$ cat src/hdl/tklp_pkg.sv
// tklp_pkg: shared types, codes and constants of the two-key long press controller.
// No dependencies; imported by tklp_cfg, tklp_step and the core top level.
`timescale 1ns / 1ps
`default_nettype none
package tklp_pkg;

	localparam int TIME_BITS = 32;
	localparam int CFG_BITS  = 16;
	localparam int IDX_BITS  = 3;

	typedef logic [TIME_BITS-1:0] time_t;
	typedef logic [CFG_BITS-1:0]  cfgval_t;

	typedef enum logic [1:0] {
		OP_NONE   = 2'd0,
		OP_OPEN   = 2'd1,
		OP_CLOSE  = 2'd2,
		OP_UNBIND = 2'd3
	} op_code_t;

	typedef enum logic [IDX_BITS-1:0] {
		REG_DEBOUNCE   = 3'd0,
		REG_LONG_PRESS = 3'd1,
		REG_CHORD_HOLD = 3'd2,
		REG_PRECHARGE  = 3'd3,
		REG_INDICATOR  = 3'd4
	} cfg_reg_t;

	localparam cfgval_t DEBOUNCE_RST   = 16'd50;
	localparam cfgval_t LONG_PRESS_RST = 16'd3000;
	localparam cfgval_t CHORD_HOLD_RST = 16'd2000;
	localparam cfgval_t PRECHARGE_RST  = 16'd2500;
	localparam cfgval_t INDICATOR_RST  = 16'd5000;

	typedef struct packed {
		cfgval_t debounce_ms;
		cfgval_t long_press_ms;
		cfgval_t chord_hold_ms;
		cfgval_t prechg_ms;
		cfgval_t indicator_ms;
	} cfg_t;

	typedef struct packed {
		time_t now_ms;
		logic  key_a;
		logic  key_b;
		logic  key_c;
	} poll_t;

	typedef struct packed {
		logic     stable_a;
		logic     stable_b;
		time_t    change_time_a;
		time_t    change_time_b;
		time_t    press_time_a;
		time_t    press_time_b;
		logic     fired_a;
		logic     fired_b;
		logic     chord_fired;
		logic     chord_armed;
		time_t    chord_start;
		logic     precharge_active;
		time_t    precharge_start;
		op_code_t pending;
		logic     blue_active;
		time_t    blue_start;
		logic     valve_state;
	} state_t;

	typedef struct packed {
		op_code_t deferred_action;
		op_code_t key_action;
		logic     led_a;
		logic     led_b;
		logic     precharging;
		logic     indicator_on;
		logic     valve_open;
		logic     activity;
	} result_t;

	// modular elapsed time
	function automatic time_t since(time_t now, time_t start);
		return now - start;
	endfunction

	function automatic logic reached(time_t elapsed, cfgval_t limit);
		return elapsed >= {{(TIME_BITS-CFG_BITS){1'b0}}, limit};
	endfunction

endpackage
`default_nettype wire

$ cat src/hdl/tklp_cfg.sv
// tklp_cfg: configuration register file written over a valid/ready channel.
// Depends on tklp_pkg.
`timescale 1ns / 1ps
`default_nettype none
module tklp_cfg (
	input  wire logic                      clk,
	input  wire logic                      arst_n,
	input  wire logic                      cfg_valid,
	output logic                           cfg_ready,
	input  wire logic [tklp_pkg::IDX_BITS-1:0] cfg_index,
	input  wire tklp_pkg::cfgval_t         cfg_data,
	output tklp_pkg::cfg_t                 cfg
);
	import tklp_pkg::*;

	cfg_t cfg_q;

	assign cfg_ready = 1'b1;
	assign cfg       = cfg_q;

	always_ff @(posedge clk or negedge arst_n) begin
		if (!arst_n) begin
			cfg_q.debounce_ms   <= DEBOUNCE_RST;
			cfg_q.long_press_ms <= LONG_PRESS_RST;
			cfg_q.chord_hold_ms <= CHORD_HOLD_RST;
			cfg_q.prechg_ms     <= PRECHARGE_RST;
			cfg_q.indicator_ms  <= INDICATOR_RST;
		end else if (cfg_valid && cfg_ready) begin
			case (cfg_reg_t'(cfg_index))
				REG_DEBOUNCE:   cfg_q.debounce_ms   <= cfg_data;
				REG_LONG_PRESS: cfg_q.long_press_ms <= cfg_data;
				REG_CHORD_HOLD: cfg_q.chord_hold_ms <= cfg_data;
				REG_PRECHARGE:  cfg_q.prechg_ms     <= cfg_data;
				REG_INDICATOR:  cfg_q.indicator_ms  <= cfg_data;
				default: ;
			endcase
		end
	end

endmodule
`default_nettype wire

$ cat src/hdl/tklp_step.sv
// tklp_step: combinational update of the controller state for one poll.
// Depends on tklp_pkg.
`timescale 1ns / 1ps
`default_nettype none
module tklp_step (
	input  wire tklp_pkg::cfg_t    cfg,
	input  wire tklp_pkg::state_t  st,
	input  wire tklp_pkg::poll_t   poll,
	output tklp_pkg::state_t       st_next,
	output tklp_pkg::result_t      res
);
	import tklp_pkg::*;

	time_t now;
	logic  blue_end, pre_end, pre1, pre2;
	logic  chg_a, chg_b, press_a, press_b;
	logic  sa, sb, fa, fb;
	time_t el_pa, el_pb, el_chord;
	logic  chord_hit, long_a, long_b;
	op_code_t deferred, key_act;

	assign now = poll.now_ms;

	always_comb begin
		st_next  = st;
		deferred = OP_NONE;
		key_act  = OP_NONE;

		blue_end = st.blue_active && reached(since(now, st.blue_start), cfg.indicator_ms);
		if (blue_end)
			st_next.blue_active = 1'b0;

		pre_end = st.precharge_active
			&& reached(since(now, st.precharge_start), cfg.prechg_ms);
		pre1 = st.precharge_active && !pre_end;
		if (pre_end) begin
			deferred = st.pending;
			st_next.pending = OP_NONE;
			if (st.pending == OP_OPEN)
				st_next.valve_state = 1'b1;
			else if (st.pending == OP_CLOSE)
				st_next.valve_state = 1'b0;
		end

		// debounce
		chg_a   = (poll.key_a != st.stable_a)
			&& reached(since(now, st.change_time_a), cfg.debounce_ms);
		chg_b   = (poll.key_b != st.stable_b)
			&& reached(since(now, st.change_time_b), cfg.debounce_ms);
		press_a = chg_a && poll.key_a;
		press_b = chg_b && poll.key_b;
		sa = chg_a ? poll.key_a : st.stable_a;
		sb = chg_b ? poll.key_b : st.stable_b;
		fa = chg_a ? 1'b0 : st.fired_a;
		fb = chg_b ? 1'b0 : st.fired_b;
		if (chg_a)
			st_next.change_time_a = now;
		if (chg_b)
			st_next.change_time_b = now;
		if (press_a)
			st_next.press_time_a = now;
		if (press_b)
			st_next.press_time_b = now;
		pre2 = pre1 || press_a || press_b;
		st_next.precharge_active = pre2;
		if ((press_a || press_b) && !pre1)
			st_next.precharge_start = now;
		st_next.stable_a = sa;
		st_next.stable_b = sb;

		el_pa    = press_a ? '0 : since(now, st.press_time_a);
		el_pb    = press_b ? '0 : since(now, st.press_time_b);
		el_chord = st.chord_armed ? since(now, st.chord_start) : '0;

		chord_hit = 1'b0;
		long_a    = 1'b0;
		long_b    = 1'b0;
		if (sa && sb) begin
			if (!st.chord_fired) begin
				st_next.chord_armed = 1'b1;
				if (!st.chord_armed)
					st_next.chord_start = now;
				chord_hit = reached(el_chord, cfg.chord_hold_ms);
				if (chord_hit) begin
					st_next.chord_fired = 1'b1;
					key_act             = OP_UNBIND;
					st_next.blue_active = 1'b1;
					st_next.blue_start  = now;
					st_next.pending     = OP_NONE;
					fa = 1'b1;
					fb = 1'b1;
				end
			end
		end else begin
			st_next.chord_armed = 1'b0;
			st_next.chord_fired = 1'b0;
			long_a = sa && !fa && reached(el_pa, cfg.long_press_ms);
			long_b = sb && !fb && reached(el_pb, cfg.long_press_ms);
			if (long_a) begin
				fa = 1'b1;
				if (!pre2) begin
					st_next.valve_state = 1'b1;
					key_act = OP_OPEN;
				end else begin
					st_next.pending = OP_OPEN;
				end
			end
			if (long_b) begin
				fb = 1'b1;
				if (!pre2) begin
					st_next.valve_state = 1'b0;
					key_act = OP_CLOSE;
				end else begin
					st_next.pending = OP_CLOSE;
				end
			end
		end
		st_next.fired_a = fa;
		st_next.fired_b = fb;
	end

	always_comb begin
		res.deferred_action = deferred;
		res.key_action      = key_act;
		res.led_a           = st_next.stable_a;
		res.led_b           = st_next.stable_b;
		res.precharging     = st_next.precharge_active;
		res.indicator_on    = st_next.blue_active;
		res.valve_open      = st_next.valve_state;
		res.activity        = poll.key_a | poll.key_b | poll.key_c;
	end

endmodule
`default_nettype wire

$ cat src/hdl/two_key_long_press_controller_core.sv
// two_key_long_press_controller_core: top level with input register, state and result register.
// Depends on tklp_pkg, tklp_cfg and tklp_step.
`timescale 1ns / 1ps
`default_nettype none
// Poll-driven two-key controller: debounce, long press open/close, two-key chord unbind,
// precharge window with deferred action and blue indicator window. One request in, one
// result out. A poll is taken every clock unless in_stall is high; each result passes the
// input register, then the result register, and can be held by out_stall. The clock is set
// by the 32-bit elapsed-time subtract and compare feeding the state update in tklp_step.
// One new poll is taken while a finished result still waits on out_stall. Configuration
// registers are to be written over cfg_valid/cfg_ready only while the block is idle; the
// block itself does not enforce this. cfg_ready is always high.
module two_key_long_press_controller_core (
	input  wire logic                          clk,
	input  wire logic                          arst_n,
	input  wire logic                          in_valid,
	output logic                               in_stall,
	input  wire logic [tklp_pkg::TIME_BITS-1:0] now_ms,
	input  wire logic                          key_a_raw,
	input  wire logic                          key_b_raw,
	input  wire logic                          key_c_raw,
	output logic                               out_valid,
	input  wire logic                          out_stall,
	output logic [1:0]                         deferred_action,
	output logic [1:0]                         key_action,
	output logic                               led_a,
	output logic                               led_b,
	output logic                               precharging,
	output logic                               indicator_on,
	output logic                               valve_open,
	output logic                               activity,
	input  wire logic                          cfg_valid,
	output logic                               cfg_ready,
	input  wire logic [tklp_pkg::IDX_BITS-1:0] cfg_index,
	input  wire logic [tklp_pkg::CFG_BITS-1:0] cfg_data
);
	import tklp_pkg::*;

	cfg_t    cfg;
	poll_t   poll_s1;
	logic    valid_s1;
	result_t res_s2;
	logic    valid_s2;
	state_t  st_q;
	state_t  st_next;
	result_t res;
	logic    advance;
	logic    accept;

	tklp_cfg u_cfg (
		.clk       (clk),
		.arst_n    (arst_n),
		.cfg_valid (cfg_valid),
		.cfg_ready (cfg_ready),
		.cfg_index (cfg_index),
		.cfg_data  (cfg_data),
		.cfg       (cfg)
	);

	tklp_step u_step (
		.cfg     (cfg),
		.st      (st_q),
		.poll    (poll_s1),
		.st_next (st_next),
		.res     (res)
	);

	assign advance  = valid_s1 && (!valid_s2 || !out_stall);
	assign in_stall = valid_s1 && !advance;
	assign accept   = in_valid && !in_stall;

	always_ff @(posedge clk or negedge arst_n) begin
		if (!arst_n) begin
			valid_s1 <= 1'b0;
		end else if (accept) begin
			valid_s1 <= 1'b1;
		end else if (advance) begin
			valid_s1 <= 1'b0;
		end
	end

	always_ff @(posedge clk) begin
		if (accept) begin
			poll_s1.now_ms <= now_ms;
			poll_s1.key_a  <= key_a_raw;
			poll_s1.key_b  <= key_b_raw;
			poll_s1.key_c  <= key_c_raw;
		end
	end

	always_ff @(posedge clk or negedge arst_n) begin
		if (!arst_n) begin
			st_q <= '0;
		end else if (advance) begin
			st_q <= st_next;
		end
	end

	always_ff @(posedge clk or negedge arst_n) begin
		if (!arst_n) begin
			valid_s2 <= 1'b0;
		end else if (advance) begin
			valid_s2 <= 1'b1;
		end else if (!out_stall) begin
			valid_s2 <= 1'b0;
		end
	end

	always_ff @(posedge clk) begin
		if (advance)
			res_s2 <= res;
	end

	assign out_valid       = valid_s2;
	assign deferred_action = res_s2.deferred_action;
	assign key_action      = res_s2.key_action;
	assign led_a           = res_s2.led_a;
	assign led_b           = res_s2.led_b;
	assign precharging     = res_s2.precharging;
	assign indicator_on    = res_s2.indicator_on;
	assign valve_open      = res_s2.valve_open;
	assign activity        = res_s2.activity;

`ifndef SYNTHESIS
	a_unbind_lights: assert property (@(posedge clk) disable iff (!arst_n)
		out_valid && res_s2.key_action == OP_UNBIND |-> indicator_on)
		else $error("unbind without indicator");

	a_open_sets_valve: assert property (@(posedge clk) disable iff (!arst_n)
		out_valid && res_s2.key_action == OP_OPEN |-> valve_open && !precharging)
		else $error("open result inconsistent");

	a_close_clears_valve: assert property (@(posedge clk) disable iff (!arst_n)
		out_valid && res_s2.key_action == OP_CLOSE |-> !valve_open && !precharging)
		else $error("close result inconsistent");

	a_no_state_move_idle: assert property (@(posedge clk) disable iff (!arst_n)
		!valid_s1 |=> $stable(st_q))
		else $error("state changed without a request");
`endif

endmodule
`default_nettype wire
$ cat config.mk
export PLATFORM = sky130hd
export DESIGN_NAME = two_key_long_press_controller_core
export DESIGN_NICKNAME = d
export VERILOG_FILES = /design/src/hdl/tklp_pkg.sv /design/src/hdl/tklp_cfg.sv /design/src/hdl/tklp_step.sv /design/src/hdl/two_key_long_press_controller_core.sv
export SDC_FILE = /design/constraint.sdc
export NUM_CORES = 1
export LEC_CHECK = 0
export BUFFER_PORTS_ARGS = -buffer_cell sky130_fd_sc_hd__buf_2
export CAP_MARGIN = 30
export CORE_UTILIZATION = 60
export DETAILED_ROUTE_END_ITERATION = 8
export GPL_TIMING_DRIVEN = 0
export PLACE_DENSITY = 0.77
export SLEW_MARGIN = 10
export SYNTH_ARGS = -nofsm -noshare
export SYNTH_HDL_FRONTEND = slang
export SYNTH_SLANG_ARGS = --single-unit
$ cat constraint.sdc
create_clock -name clk -period 23.6 [get_ports clk]
set_clock_uncertainty 0.2 [all_clocks]
set_input_delay 3.54 -clock clk [delete_from_list [all_inputs] [get_ports clk]]
set_output_delay 3.54 -clock clk [all_outputs]
set_load 0.02 [all_outputs]
==> flow_metrics.py, run 1 <==
metrics = {
    "timing": {
        "slew_headroom_pct": 30.03,
        "fmax_mhz": 99.90,
        "fin_setup_tns_ps": 0,
        "worst_slew_pin_slew_ps": 1036,
        "maxSlewViolCount": 0,
        "timing.final.crit_share_pct": 42.41,
        "finalHoldViolCount": 0,
        "min_period_ps": 10010,
        "setup_viol": 0,
        "rsz0062_at_grt": "false",
    },
    "place": {
        "routabilityCongestion": 0.9630,
        "dpl.cell_count": 4119,
        "io_buffers": 70,
        "hpwl_um": 68070,
    },
    "floorplanning": {
        "die_x_um": 224.3,
        "placementRows": 81,
        "core_area_sq_um": 48850,
        "pin_count": 72,
        "die_y_um": 224.3,
        "dieArea_sq_um": 50300,
        "start_util_pct": 60.68,
    },
    "global_routing": {
        "grt_max_degree": 112,
        "grt_pass1_vias": 25410,
        "groute.usage.overall_pct": 35.61,
        "grt_overflow": 0,
        "grt_pass1_wl_um": 139100,
        "antenna_found_initial": 2,
    },
    "logic_synthesis": {
        "avgSynthCellArea_sq_um": 8.812,
        "synth_area_leader_cell": "dfrtp_1",
        "synth_cell_types": 96,
        "yosys_warnings": 0,
        "ys.flop_type": "dfrtp_1",
        "syn_inst": 3364,
        "syn_nets": 3759,
        "netlist_top_cells_count": "inv_1, ha_1, nand2_1",
        "synth_edf_count": 45,
        "synth_top_area_share_pct": 24.57,
        "synthArstFlopShare_pct": 87.57,
        "synthTopCellsByArea": "dfrtp_1, ha_1, mux2_2, inv_1, o21ai_0",
        "ys_seq_area_share_pct": 31.43,
        "syn-cell-area_sq_um": 29640,
        "ys_seq_elements": 362,
        "synth.most_common_cell": "inv_1",
    },
    "critical_path": {
        "endpoint_kind": "flop",
        "startpoint_type": "flop",
        "critical_path_class": "reg2reg",
        "cpMaxStageDelayCell": "edfxtp_1",
        "crit_top_cell": "nor2_1",
        "arrival_ps": 10130,
        "crit_fanout": 10,
        "reg2reg_from": "poll_s1[4]",
        "setup.worst_path.start": "poll_s1[4]",
        "worstPathRequired_ps": 23720,
        "cp_slowest_stage_delay_ps": 790,
    },
    "pwr": {
        "leakage_uw": 0.01518,
        "swShare_pct": 44.16,
        "p_int_uw": 2246,
        "finalPower_uw": 4022,
        "seqPwrFrac_pct": 23.3,
        "power_frac_comb_pct": 59.4,
        "clkPwrFrac_pct": 17.3,
        "p_sw_uw": 1776,
        "ir_drop_uv": 74.64,
        "cellPowerDensity_nw_per_um2": 122.3,
    },
    "cells_and_area": {
        "seq_area_sq_um": 9316,
        "stdcell_count": 4206,
        "n_fill_cell": 3942,
        "drive_gt1_share_pct": 12.37,
        "multi_input_area_sq_um": 18370,
        "syn2layout_area_growth_pct": 10.96,
        "antennaDiodeCount": 0,
        "nets": 3903,
    },
    "routing": {
        "vias": 26330,
        "drcViolationCount": 0,
        "wl_per_cell_um": 21.37,
        "firstDrtPassIters": 7,
        "vias_per_cell": 6.261,
        "ant_nets": 0,
        "drtIter0Drc": 2479,
        "detail_route.wirelength_um": 89900,
    },
    "clocking": {
        "root_buffer": "clkbuf_16",
        "htreeDepth": 2,
        "insertion_delay_ps": 590,
        "cts_setup_buffers": 0,
        "clockBufferDepth": 3,
        "ctsHoldBuffers": 0,
        "cts_tree": "done",
        "clock-sinks": 362,
        "clk_pin_slew_ps": 60,
        "cts-buffers-inserted": 44,
        "cts_resized": 0,
    },
    "run": {
        "cap_violations": 0,
    },
    "min_path": {
        "hp-class": "reg2reg",
        "hp-start": "st_q[104]",
    },
    "outcome": {
        "status": "complete, no violations",
    },
}
==> path summary, 6_finish.rpt <==
kind | depth (start not counted) | to | slack [ps]
worst max-delay path | 37 | valve_open | 13590
worst max register to register | 37 | valve_open | 13590
worst min-delay path | 1 | st_q[104] | 290
min in group asynchronous | 1 | st_q[88] | 2790
max in group asynchronous | 2 | st_q[121] | 19320
worst min register to register | 1 | st_q[104] | 290
==> cell usage in the layout (no fill, tap or decap), types with 29 or more instances in the layout <==
cell type  netlist  routed
inv_1          372     372
ha_1           329     329
nand2_1        293     293
dfrtp_1        291     291
o21ai_0        273     273
a21oi_1        229     229
nor2_1         165     165
mux2_2         151     151
a21o_1         108     108
clkbuf_1        91      97
xnor2_1         85      85
buf_2           15      85
nand3_1         69      69
xor2_1          60      60
nor3_1          50      49
o21a_1          46      46
clkbuf_16        0      46
nand4_1         45      45
edfxtp_1        45      45
a211oi_1        42      42
nor2b_1         34      34
o211ai_1        34      34
nand2b_1        34      34
a31oi_1         32      32
mux2_4          29      29
==> cells by family (layout without fill, tap and decap cells) <==
kind of cell               count (synthesis)  count (layout)  share of synthesized area [%]
AOI/OAI and AO/OA                       1002            1002                          21.91
and+or+nand+nor                          829             829                          13.60
DFF                                      362             362                          31.43
buffers and inverters                    493             671                          6.623
adders and majority gates                336             336                          14.36
muxes                                    196             196                          7.787
xor gates and xnor gates                 145             145                          4.284
other                                      1               1                        0.01265
==> power by group through the flow <==
stage	Combinational, uW	Sequential [uW]	Clock (uW)
global route	2660	958	725
detailed placement	2320	948	0
global placement	2230	948	0
floorplan	1790	912	0
finish	2390	938	694
CTS	2340	939	702
==> metrics by stage <==
stage	area, sq um	util, %	setup slack (ps)	hold slack, ps
2_1_floorplan	29640	-	15820	249.8
3_3_place_gp	30820	63.10	12810	263.9
3_5_place_dp	31300	64.08	13750	270.4
4_1_cts	32770	67.07	13740	291.1
5_1_grt	32890	67.34	13150	309.8
6_report	32890	67.34	13590	290.6
==> area by class of cell <==
type / count / share of cell area, %
buffer: 119 / 1.700
clock buffer: 55 / 3.659
clock inverter: 25 / 0.7874
inverter: 374 / 4.268
multi-input combinational: 2509 / 55.85
sequential: 362 / 28.32
tap: 664 / 2.526
timing repair buffer: 98 / 2.887
==> metal layers <==
metal  part of all wire, %  track usage (%)
met5                 0.019                0
met4                   4.9            15.84
met3                   7.5            5.892
met2                    45            57.39
met1                    42            47.19
==> critical path: cells and delay by family, from the launching register on <==
family / cells / cell delay (ps)
buf+inv: 5 / 1040
simple gates: 15 / 2950
xor+xnor: 1 / 200
flops: 1 / 790
compound gates: 13 / 3560
fa+ha+maj: 3 / 1030
==> flip-flops by register name (all words and copies together) (netlist names) <==
name             flops
activity             1
u_cfg.cfg           80
deferred_action      2
led_a                1
key_action           2
precharging          1
out_valid            1
led_b                1
poll_s1             35
valid_s1             1
st_q               235
indicator_on         1
valve_open           1
Note: power is estimated with default switching activity, not from simulation.
==> run 2, diff against run 1 <==
Clock period 23.6 ns to 9.7 ns, I/O delays scaled along.
==> flow_metrics.py, run 2 (same netlist as run 1, synthesis figures left out) <==
metrics = {
    "run": {
        "cap_violations": 0,
    },
    "clocking": {
        "cts-buffers-inserted": 44,
        "clk_pin_slew_ps": 60,
        "htreeDepth": 2,
        "clockBufferDepth": 3,
        "clock-sinks": 362,
        "insertion_delay_ps": 590,
        "cts_tree": "done",
        "root_buffer": "clkbuf_16",
        "ctsHoldBuffers": 0,
    },
    "critical_path": {
        "critical_path_class": "reg2reg",
        "crit_top_cell": "nor2_1",
        "critPathBufInv": 5,
        "endpoint_kind": "flop",
        "cp_slowest_stage_delay_ps": 530,
        "setup.worst_path.start": "poll_s1[3]",
        "cpMaxStageDelayCell": "or4_1",
        "crit_fanout": 10,
        "crit_family": "compound AO/OA/AOI/OAI gates",
        "startpoint_type": "flop",
        "arrival_ps": 9400,
        "worstPathRequired_ps": 9820,
        "reg2reg_from": "poll_s1[3]",
    },
    "routing": {
        "vias_per_cell": 6.241,
        "vias": 26320,
        "ant_nets": 0,
        "wl_per_cell_um": 21.38,
        "firstDrtPassIters": 8,
        "drcViolationCount": 0,
        "drtIter0Drc": 2447,
        "detail_route.wirelength_um": 90200,
    },
    "cells_and_area": {
        "n_fill_cell": 3931,
        "final_cell_mix": "inv_1, ha_1, nand2_1",
        "nets": 3915,
        "largest_reg_flops": 235,
        "largest_register": "st_q",
        "drive_gt1_share_pct": 12.80,
        "syn2layout_area_growth_pct": 11.48,
        "final_common_cell": "inv_1",
        "antennaDiodeCount": 0,
    },
    "timing": {
        "slew_headroom_pct": 29.94,
        "setup_viol": 0,
        "maxSlewViolCount": 0,
        "setup_ws_ps": 420.0,
        "whs_ps": 286.9,
        "finalHoldViolCount": 0,
        "worst_slew_pin_slew_ps": 1051,
        "fin_setup_tns_ps": 0,
        "timing.final.crit_share_pct": 95.67,
        "min_period_ps": 9280,
        "fmax_mhz": 107.8,
    },
    "min_path": {
        "hp-class": "reg2reg",
        "hp-start": "st_q[104]",
    },
    "pwr": {
        "swShare_pct": 44.18,
        "finalPower_uw": 9810,
        "p_sw_uw": 4334,
        "power_frac_comb_pct": 59.6,
        "seqPwrFrac_pct": 23.2,
        "ir_drop_uv": 181.7,
        "p_int_uw": 5476,
        "clkPwrFrac_pct": 17.2,
        "leakage_uw": 0.01524,
        "cellPowerDensity_nw_per_um2": 296.9,
    },
    "place": {
        "pre_cts_slack_ps": -151.2,
        "hpwl_um": 68070,
        "routabilityCongestion": 0.9630,
        "io_buffers": 70,
    },
    "floorplanning": {
        "die_y_um": 224.3,
        "pin_count": 72,
        "die_x_um": 224.3,
        "core_area_sq_um": 48850,
        "dieArea_sq_um": 50300,
        "placementRows": 81,
        "start_util_pct": 60.68,
    },
    "global_routing": {
        "antenna_found_initial": 2,
        "grt_pass1_wl_um": 139200,
        "grt_pass1_vias": 25430,
        "grt_max_degree": 112,
        "groute.usage.overall_pct": 35.63,
        "grt_overflow": 0,
    },
    "outcome": {
        "status": "complete, no violations",
    },
}
[run 2: cell types whose count changed in the layout (fill, tap and decap cells not counted), sizes merged]
cell,previous run,this run
buf,125,137
inv,379,378
clkinvlp,4,5
[run 2: stage by stage]
step / cells / instance area (sq um) / util [%]
after floorplan: 3364 / 29640 / -
final: 4218 / 33050 / 67.65
after global routing: 4218 / 33050 / 67.65
after CTS: 4200 / 32780 / 67.10
after global placement: 4098 / 30820 / 63.10
after detailed placement: 4119 / 31300 / 64.08
[run 2: power by group through the flow]
stage	Sequential (uW)	Clock [uW]	Combinational [uW]
4_1_cts	2280	1710	5700
2_1_floorplan	2220	0	4370
3_3_place_gp	2310	0	5420
5_1_grt	2320	1760	6500
3_5_place_dp	2310	0	5650
6_report	2280	1690	5850
[run 2: timing repair]
| item | in CTS | in global routing |
|---|---|---|
| pin swaps | 0 | 2 |
| setup endpoints to repair | 5 | 6 |
| setup buffers | 1 | 11 |
| resized for setup | 1 | 8 |
| gates cloned | 0 | 0 |
[run 2: worst paths after layout]
path                                   end  slack, ps  cells past startpoint
worst min register to register   st_q[104]        290                      1
min in group asynchronous         st_q[88]        700                      1
max in group asynchronous        st_q[122]       7500                      2
worst min-delay path             st_q[104]        290                      1
worst max register to register  valve_open        420                     38
worst max-delay path            valve_open        420                     38
[run 2: layout make-up]
class / count / area [sq um] / area share (%)
inverters: 374 / 1408 / 4.259
repair buffers: 110 / 1065 / 3.222
clock inverters: 25 / 259.0 / 0.7837
clock buffers: 55 / 1204 / 3.642
plain buffers: 119 / 559.3 / 1.692
multi-input cells: 2509 / 18410 / 55.69
flip-flops and latches: 362 / 9316 / 28.19
well taps: 664 / 830.8 / 2.514
[run 2: per-layer routing]
layer | vias up | part of all wire (%) | global-route usage [%]
li1 | 12420 | - | -
met1 | 12680 | 42 | 47.22
met2 | 988 | 45 | 57.40
met3 | 234 | 7.7 | 5.918
met4 | 2 | 5.1 | 15.84
met5 | - | 0.019 | 0
